## src/hdl/mlr_pkg.sv

```systemverilog
// ---------------------------------------------------------------------------
// mlr_pkg: shared types and constants of the midpoint line rasterizer
// Item structs for both channels, the controller/datapath command and
// status bundles, and the coordinate and decision widths.
// ---------------------------------------------------------------------------
`default_nettype none

package mlr_pkg;

  // Coordinate width and the signed width of the decision terms
  localparam int COORD_BITS = 10;
  localparam int DEC_BITS   = COORD_BITS + 3;

  // Request codes
  localparam logic REQ_START = 1'b0;
  localparam logic REQ_STEP  = 1'b1;

  typedef logic [COORD_BITS-1:0]      coord_t;
  typedef logic signed [DEC_BITS-1:0] dec_t;

  // Input item
  typedef struct packed {
    logic   req_type;
    coord_t start_x;
    coord_t start_y;
    coord_t end_x;
    coord_t end_y;
  } mlr_in_t;

  // Result item
  typedef struct packed {
    coord_t pixel_x;
    coord_t pixel_y;
    logic   pixel_valid;
    logic   last_pixel;
  } mlr_out_t;

  // Controller to datapath
  typedef struct packed {
    logic capture;   // latch endpoints of a start item
    logic order_en;  // pick major axis and order endpoints
    logic setup_en;  // load line state and emit first pixel
    logic step_en;   // advance one pixel, or emit an invalid result
  } mlr_cmd_t;

  // Datapath to controller
  typedef struct packed {
    logic slot_free; // output register can take a result this cycle
  } mlr_sts_t;

endpackage

`default_nettype wire

```

## src/hdl/midpoint_line_rasterizer_unit.sv

```systemverilog
// ---------------------------------------------------------------------------
// midpoint_line_rasterizer_unit: midpoint line rasterizer, all octants
// Start items load a line and give its first pixel; step items give the
// next pixel, with a last flag at the end point, or an invalid result with no line.
//
//   channel | handshake                  | payload
//   --------+----------------------------+-------------------------------
//   input   | in_valid_i / in_stall_o    | in_data_i  (mlr_in_t)
//   output  | out_valid_o / out_stall_i  | out_data_o (mlr_out_t)
//
// A step item is accepted, advanced and written to the output register in the
// same cycle, so steps stream at one pixel per clock while the output is not stalled.
// A start item goes through accept, endpoint ordering, then setup of the decision
// terms together with the first pixel; setup waits for room in the output register.
// Reset clears the sequencer, the line-active flag and the output valid.
// The output register holds under out_stall_i; input stalls during a start's
// ordering and setup cycles and while a held result is not being taken.
// ---------------------------------------------------------------------------
`default_nettype none

module midpoint_line_rasterizer_unit
  import mlr_pkg::*;
(
  input  wire logic    clk_i,
  input  wire logic    rst_ni,
  input  wire logic    in_valid_i,
  output logic         in_stall_o,
  input  wire mlr_in_t in_data_i,
  output logic         out_valid_o,
  input  wire logic    out_stall_i,
  output mlr_out_t     out_data_o
);

  mlr_cmd_t cmd;
  mlr_sts_t sts;

  mlr_ctrl u_ctrl (
    .clk_i         (clk_i),
    .rst_ni        (rst_ni),
    .in_valid_i    (in_valid_i),
    .in_req_type_i (in_data_i.req_type),
    .in_stall_o    (in_stall_o),
    .sts_i         (sts),
    .cmd_o         (cmd)
  );

  mlr_datapath u_datapath (
    .clk_i       (clk_i),
    .rst_ni      (rst_ni),
    .in_data_i   (in_data_i),
    .cmd_i       (cmd),
    .sts_o       (sts),
    .out_valid_o (out_valid_o),
    .out_stall_i (out_stall_i),
    .out_data_o  (out_data_o)
  );

endmodule

`default_nettype wire

```

## src/hdl/mlr_ctrl.sv

```systemverilog
// ---------------------------------------------------------------------------
// mlr_ctrl: sequencer of the midpoint line rasterizer
// Accepts items, runs the ordering and setup states of a start, and issues the
// single-cycle step command when the output register has room.
// ---------------------------------------------------------------------------
`default_nettype none

module mlr_ctrl
  import mlr_pkg::*;
(
  input  wire logic     clk_i,
  input  wire logic     rst_ni,
  input  wire logic     in_valid_i,
  input  wire logic     in_req_type_i,
  output logic          in_stall_o,
  input  wire mlr_sts_t sts_i,
  output mlr_cmd_t      cmd_o
);

  localparam logic [1:0] ST_IDLE  = 2'd0;
  localparam logic [1:0] ST_ORDER = 2'd1;
  localparam logic [1:0] ST_SETUP = 2'd2;

  logic [1:0] state_q, state_d;
  logic       accept;

  // Take an item only in idle with room for its result
  assign in_stall_o = !((state_q == ST_IDLE) && sts_i.slot_free);
  assign accept     = in_valid_i && !in_stall_o;

  // Next state and commands
  always_comb begin
    state_d = state_q;
    cmd_o   = '0;
    case (state_q)
      ST_IDLE: begin
        if (accept) begin
          if (in_req_type_i == REQ_STEP) begin
            cmd_o.step_en = 1'b1;
          end else begin
            cmd_o.capture = 1'b1;
            state_d       = ST_ORDER;
          end
        end
      end
      ST_ORDER: begin
        cmd_o.order_en = 1'b1;
        state_d        = ST_SETUP;
      end
      ST_SETUP: begin
        if (sts_i.slot_free) begin
          cmd_o.setup_en = 1'b1;
          state_d        = ST_IDLE;
        end
      end
      default: begin
        state_d = ST_IDLE;
      end
    endcase
  end

  // State register
  always_ff @(posedge clk_i or negedge rst_ni) begin
    if (!rst_ni) begin
      state_q <= ST_IDLE;
    end else begin
      state_q <= state_d;
    end
  end

  // At most one datapath command per cycle
  assert property (@(posedge clk_i) disable iff (!rst_ni)
    $onehot0({cmd_o.capture, cmd_o.order_en, cmd_o.setup_en, cmd_o.step_en}))
    else $error("mlr_ctrl: more than one datapath command");

  // Setup is only reached through the ordering cycle
  assert property (@(posedge clk_i) disable iff (!rst_ni)
    (state_q == ST_SETUP) |-> ($past(state_q) == ST_ORDER || $past(state_q) == ST_SETUP))
    else $error("mlr_ctrl: setup entered without ordering");

  // A captured start is ordered in the very next cycle
  assert property (@(posedge clk_i) disable iff (!rst_ni)
    cmd_o.capture |=> cmd_o.order_en)
    else $error("mlr_ctrl: capture not followed by ordering");

endmodule

`default_nettype wire

```

## src/hdl/mlr_datapath.sv

```systemverilog
// ---------------------------------------------------------------------------
// mlr_datapath: line state, decision arithmetic and output register
// Orders endpoints, derives the decision variable and its increments, and
// advances one pixel per step command.
// ---------------------------------------------------------------------------
`default_nettype none

module mlr_datapath
  import mlr_pkg::*;
(
  input  wire logic     clk_i,
  input  wire logic     rst_ni,
  input  wire mlr_in_t  in_data_i,
  input  wire mlr_cmd_t cmd_i,
  output mlr_sts_t      sts_o,
  output logic          out_valid_o,
  input  wire logic     out_stall_i,
  output mlr_out_t      out_data_o
);

  // Captured endpoints
  coord_t x0_q, y0_q, x1_q, y1_q;
  // Ordered endpoints (a: major axis, b: minor axis)
  coord_t a0_q, b0_q, a1_q;
  logic signed [COORD_BITS:0] dmin_q;
  // Line state
  coord_t major_q, minor_q, end_q;
  dec_t   decision_q, str_inc_q, diag_inc_q;
  logic   steep_q, minor_down_q, active_q;
  // Output register
  logic     out_valid_q;
  mlr_out_t out_q, out_d;

  // Ordering logic
  coord_t adx, ady, oa0, ob0, oa1, ob1;
  logic   ord_steep, swap;

  // Setup logic
  coord_t dmaj;
  dec_t   dmaj_ext, dmin2, su_decision, su_diag;
  logic   su_down, su_last;

  // Step logic
  logic   diag, st_last;
  coord_t major_nxt, minor_nxt;
  dec_t   dec_nxt;

  assign sts_o.slot_free = !out_valid_q || !out_stall_i;

  // Pick major axis and order endpoints along it
  always_comb begin
    adx       = (x1_q > x0_q) ? x1_q - x0_q : x0_q - x1_q;
    ady       = (y1_q > y0_q) ? y1_q - y0_q : y0_q - y1_q;
    ord_steep = !(adx > ady);
    oa0 = ord_steep ? y0_q : x0_q;
    ob0 = ord_steep ? x0_q : y0_q;
    oa1 = ord_steep ? y1_q : x1_q;
    ob1 = ord_steep ? x1_q : y1_q;
    swap = (oa1 < oa0) || ((oa1 == oa0) && (ob1 < ob0));
  end

  // Decision variable and increments from the ordered endpoints
  always_comb begin
    dmaj        = a1_q - a0_q;
    dmaj_ext    = dec_t'({1'b0, dmaj});
    dmin2       = dec_t'(dmin_q) <<< 1;
    su_down     = !(dmin_q > 0);
    su_decision = su_down ? dmin2 + dmaj_ext : dmin2 - dmaj_ext;
    su_diag     = su_down ? dmin2 + (dmaj_ext <<< 1) : dmin2 - (dmaj_ext <<< 1);
    su_last     = (a0_q == a1_q);
  end

  // One pixel step
  always_comb begin
    diag      = minor_down_q ? (decision_q <= 0) : (decision_q > 0);
    dec_nxt   = decision_q + (diag ? diag_inc_q : str_inc_q);
    minor_nxt = minor_q;
    if (diag) begin
      minor_nxt = minor_down_q ? minor_q - COORD_BITS'(1) : minor_q + COORD_BITS'(1);
    end
    major_nxt = major_q + COORD_BITS'(1);
    st_last   = (major_nxt == end_q);
  end

  // Result to load into the output register
  always_comb begin
    out_d = '0;
    if (cmd_i.setup_en) begin
      out_d.pixel_x     = steep_q ? b0_q : a0_q;
      out_d.pixel_y     = steep_q ? a0_q : b0_q;
      out_d.pixel_valid = 1'b1;
      out_d.last_pixel  = su_last;
    end else if (active_q) begin
      out_d.pixel_x     = steep_q ? minor_nxt : major_nxt;
      out_d.pixel_y     = steep_q ? major_nxt : minor_nxt;
      out_d.pixel_valid = 1'b1;
      out_d.last_pixel  = st_last;
    end
  end

  // Endpoint, ordering and line payload registers
  always_ff @(posedge clk_i) begin
    if (cmd_i.capture) begin
      x0_q <= in_data_i.start_x;
      y0_q <= in_data_i.start_y;
      x1_q <= in_data_i.end_x;
      y1_q <= in_data_i.end_y;
    end
    if (cmd_i.order_en) begin
      steep_q <= ord_steep;
      a0_q    <= swap ? oa1 : oa0;
      b0_q    <= swap ? ob1 : ob0;
      a1_q    <= swap ? oa0 : oa1;
      dmin_q  <= swap ? $signed({1'b0, ob0}) - $signed({1'b0, ob1})
                      : $signed({1'b0, ob1}) - $signed({1'b0, ob0});
    end
    if (cmd_i.setup_en) begin
      major_q      <= a0_q;
      minor_q      <= b0_q;
      end_q        <= a1_q;
      decision_q   <= su_decision;
      str_inc_q    <= dmin2;
      diag_inc_q   <= su_diag;
      minor_down_q <= su_down;
    end else if (cmd_i.step_en && active_q) begin
      major_q    <= major_nxt;
      minor_q    <= minor_nxt;
      decision_q <= dec_nxt;
    end
    if (cmd_i.setup_en || cmd_i.step_en) begin
      out_q <= out_d;
    end
  end

  // Line activity and output valid
  always_ff @(posedge clk_i or negedge rst_ni) begin
    if (!rst_ni) begin
      active_q    <= 1'b0;
      out_valid_q <= 1'b0;
    end else begin
      if (cmd_i.setup_en) begin
        active_q <= !su_last;
      end else if (cmd_i.step_en && active_q && st_last) begin
        active_q <= 1'b0;
      end
      if (cmd_i.setup_en || cmd_i.step_en) begin
        out_valid_q <= 1'b1;
      end else if (!out_stall_i) begin
        out_valid_q <= 1'b0;
      end
    end
  end

  assign out_valid_o = out_valid_q;
  assign out_data_o  = out_q;

  // A held last pixel means the line has ended
  assert property (@(posedge clk_i) disable iff (!rst_ni)
    (out_valid_q && out_q.last_pixel) |-> !active_q)
    else $error("mlr_datapath: line still active after last pixel");

  // An invalid result is only produced with no line running
  assert property (@(posedge clk_i) disable iff (!rst_ni)
    (out_valid_q && !out_q.pixel_valid) |-> !active_q)
    else $error("mlr_datapath: invalid result while line active");

  // A stalled result stays valid and unchanged
  assert property (@(posedge clk_i) disable iff (!rst_ni)
    (out_valid_q && out_stall_i) |=> (out_valid_q && $stable(out_q)))
    else $error("mlr_datapath: stalled result changed");

endmodule

`default_nettype wire
```

## config.mk

```make
export PLATFORM = sky130hd
export DESIGN_NAME = midpoint_line_rasterizer_unit
export DESIGN_NICKNAME = d
export VERILOG_FILES = /design/src/hdl/mlr_pkg.sv /design/src/hdl/midpoint_line_rasterizer_unit.sv /design/src/hdl/mlr_ctrl.sv /design/src/hdl/mlr_datapath.sv
export SDC_FILE = /design/constraint.sdc
export NUM_CORES = 1
export LEC_CHECK = 0
export ABC_AREA = 1
export ABC_CLOCK_PERIOD_IN_PS = 6200
export BUFFER_PORTS_ARGS = -buffer_cell sky130_fd_sc_hd__buf_2
export CORE_MARGIN = 2
export CORE_UTILIZATION = 40
export CTS_CLUSTER_DIAMETER = 80
export DETAILED_ROUTE_END_ITERATION = 7
export HOLD_SLACK_MARGIN = 0.12
export PLACE_DENSITY = 0.55
export SLEW_MARGIN = 20
export SYNTH_ARGS = -nofsm -noshare
export SYNTH_HDL_FRONTEND = slang
export SYNTH_SLANG_ARGS = --single-unit
```

## constraint.sdc

```tcl
create_clock -name clk_i -period 6.2 [get_ports clk_i]
set_clock_uncertainty 0.2 [all_clocks]
set_input_delay 0.62 -clock clk_i [delete_from_list [all_inputs] [get_ports clk_i]]
set_output_delay 0.62 -clock clk_i [all_outputs]
set_load 0.05 [all_outputs]
```

==> flow_metrics.tcl <==
set metrics [dict create \
    netlist_area_um2 13840 \
    start_util_pct 40.37 \
    min_path_cells 1 \
    min_from "in_data_i[26]" \
    dr.pass1.iters 7 \
    outcome "finished clean" \
    syn_area_per_cell_um2 8.161 \
    rows 68 \
    synth_top_area_share_pct 37.10 \
    syn-num-nets 1886 \
    worstPathArrival_ns 5.85 \
    drv_cap 0 \
    clk_pin_slew_ns 0.07 \
    hold_viol 0 \
    portBuffers 68 \
    cts.sinks 175 \
    grt_pass1_wl_mm 56.93 \
    drive_gt1_share_pct 11.81 \
    grt_usage_pct 20.22 \
    fin_nets 1964 \
    post_drt_wl_per_cell_um 15.85 \
    die_w_um 190.0 \
    drc 0 \
    synth_edf_count 171 \
    hpwl_mm 27.95 \
    via_per_inst 5.094 \
    synthFlopType "edfxtp_1" \
    yosysTopAreaCell "edfxtp_1" \
    r2r_cells 25 \
    cts_tree "yes" \
    synth-seq-cells 175 \
    grt_overflow 0 \
    seq_area_frac_synth_pct 37.82 \
    ant_nets 0 \
    cts.root.buffer_cell "clkbuf_16" \
    place_area_um2 14840 \
    clk_latency_ns 0.46 \
    r2r_setup_slack_ns 0.36 \
    dp_cells 2204 \
    cts_buffer_depth 2 \
    r2r_end "u_datapath.dmin_q[7]" \
    diodes 0 \
    place_congestion 0.9221 \
    worst_setup_path_start_kind "flip-flop" \
    max_slew_margin_pct 33.63 \
    crit_fanout 38 \
    maxSlewViolCount 0 \
    synth_warnings 0 \
    synth.top_cells.by_count "nand2_1 (470), inv_1 (207), edfxtp_1 (171)" \
    ys_types 54 \
    die_area_um2 36110 \
    crit_family "simple AND/OR/NAND/NOR gates" \
    end_kind "flip-flop" \
    whs_endpoint "u_datapath.y0_q[6]" \
    synth_area_leaders "edfxtp_1 (37%), nand2_1 (13%), ha_1 (12%)" \
    tightest_slew_ns 0.9945 \
    cts-htree-levels 4 \
    numCtsBuffers 17 \
    synthArstFlopShare_pct 2.286 \
    slowest_delay_ns 0.48 \
    grt_max_degree 73 \
    vias 11420 \
    crit_required_ns 6.20 \
    max_freq_ghz 0.1712 \
    drt_iter0_markers 672 \
    final_cells 2242 \
    totalWireLength_mm 35.53 \
    slowest_stage "nor4_1" \
    synth.most_common_cell "nand2_1" \
    first_global_vias 10930 \
    ioPinCount 69 \
    core_area_um2 34290 \
    antenna_found_initial 0 \
    critPathKind "flip-flop to flip-flop" \
    crit_buf_inv 4 \
    layout_worst_path_cycle_share_pct 94.21 \
    area_delta_synth_final_pct 12.22 \
    rr_startpoint "u_datapath.y1_q[4]" \
    syn_inst 1696 \
    min_period_ns 5.841 \
    final_area_um2 15530 \
    setup_violations 0 \
    die_h_um 190.0 \
    hold_class "input pin to flip-flop" \
]
## state kept, by name, indices dropped and copies added (netlist names), 2 cells and up
signal                 flops
u_datapath.out_data_o     22
u_datapath.decision_q     13
u_datapath.diag_inc_q     12
u_datapath.dmin_q         11
u_datapath.str_inc_q      11
u_datapath.a0_q           10
u_datapath.a1_q           10
u_datapath.b0_q           10
u_datapath.end_q          10
u_datapath.major_q        10
u_datapath.minor_q        10
u_datapath.x0_q           10
u_datapath.x1_q           10
u_datapath.y0_q           10
u_datapath.y1_q           10
u_ctrl.state_q             2
## worst register-to-register path, cell delays in order, from the launching register on
cell and delay, ns:
edfxtp_1 0.45, inv_1 0.12, ha_1 0.40, nand2_1 0.13
nor4_1 0.48, nand3_1 0.26, nand2_2 0.23, mux2_2 0.37
ha_1 0.30, nand2_1 0.09, nor2_4 0.15, nand3_2 0.11
nand3_4 0.12, nand2_8 0.12, buf_12 0.19, o21ai_0 0.46
ha_1 0.35, a21oi_1 0.12, o21ai_1 0.10, nand3_1 0.08
a21oi_1 0.06, nor2_1 0.18, inv_1 0.14, buf_12 0.20
nand3_1 0.14, nand2_1 0.06
## repair_timing
| item | 4_1_cts | 5_1_grt |
|---|---|---|
| hold buffers | 2 | 0 |
| cloned | 0 | 2 |
| pin swaps | 0 | 3 |
| setup buffers | 0 | 2 |
| hold endpoints to repair | 5 | 0 |
| setup endpoints to repair | 40 | 40 |
| resized for setup | 4 | 21 |
## final cells by class
class / instances / area [µm²]
Sequential cell: 175 / 5235
Clock inverter: 12 / 131.4
Timing Repair Buffer: 112 / 742.0
Tap cell: 455 / 569.3
Fill cell: 3400 / 18760
Multi-Input combinational cell: 1260 / 7637
Clock buffer: 20 / 436.7
Inverter: 208 / 780.7
## routing by layer
| layer | share of wire [%] | up-vias | global-route usage (%) |
|---|---|---|---|
| met4 | 1.9 | 0 | 6.530 |
| met1 | 47 | 5289 | 26.84 |
| met3 | 3.5 | 54 | 2.546 |
| li1 | - | 5836 | - |
| met2 | 48 | 242 | 34.22 |
| met5 | 0 | - | 0 |
## through the flow
step            TNS, ns  utilization, %  worst slack, ns  hold slack (ns)
2_1_floorplan         0               -          0.09744           0.1244
5_1_grt        -0.09208           45.30         -0.02606           0.1281
4_1_cts               0           45.00          0.03180           0.1234
6_report              0           45.30           0.3588           0.1381
3_3_place_gp     -2.707           43.28          -0.1013           0.2331
3_5_place_dp     -6.685           43.28          -0.2103           0.2327
## how the worst max path moves through the flow
stage                             startpoint                    to  slack, ns  depth (start not counted)
after floorplan           u_datapath.y1_q[0]    u_datapath.a1_q[1]        0.1                         38
after global placement    u_datapath.y1_q[0]    u_datapath.b0_q[9]      -0.10                         33
after detailed placement  u_datapath.y1_q[0]    u_datapath.a0_q[8]      -0.21                         35
after CTS                 u_datapath.y1_q[0]    u_datapath.a0_q[8]       0.03                         33
after global routing      u_datapath.x1_q[0]    u_datapath.b0_q[1]      -0.03                         39
final                     u_datapath.y1_q[4]  u_datapath.dmin_q[7]       0.36                         25
## logic make-up (layout without fill, tap and decap cells)
kind of cell	count (synthesis)	after routing	synth area share, %
AO/OA/AOI/OAI	318	318	12.84
XOR/XNOR	78	78	4.936
adder cells (fa/ha/maj)	145	145	13.65
buffers and inverters	262	352	7.539
flip-flops	175	175	37.82
multiplexers	5	5	0.3797
AND/OR/NAND/NOR	713	714	22.83
## placed cells by master, fill, tap and decap left out, types with 54 or more instances in the layout
cell	count
nand2_1	469
inv_1	207
edfxtp_1	171
o21ai_0	140
ha_1	135
a21oi_1	107
nor2_1	78
nand3_1	77
buf_2	68
xor2_1	54
Power is left out: the tool's default activity adds up to more than one toggle a clock period on the data nets, which glitch-free logic cannot reach.
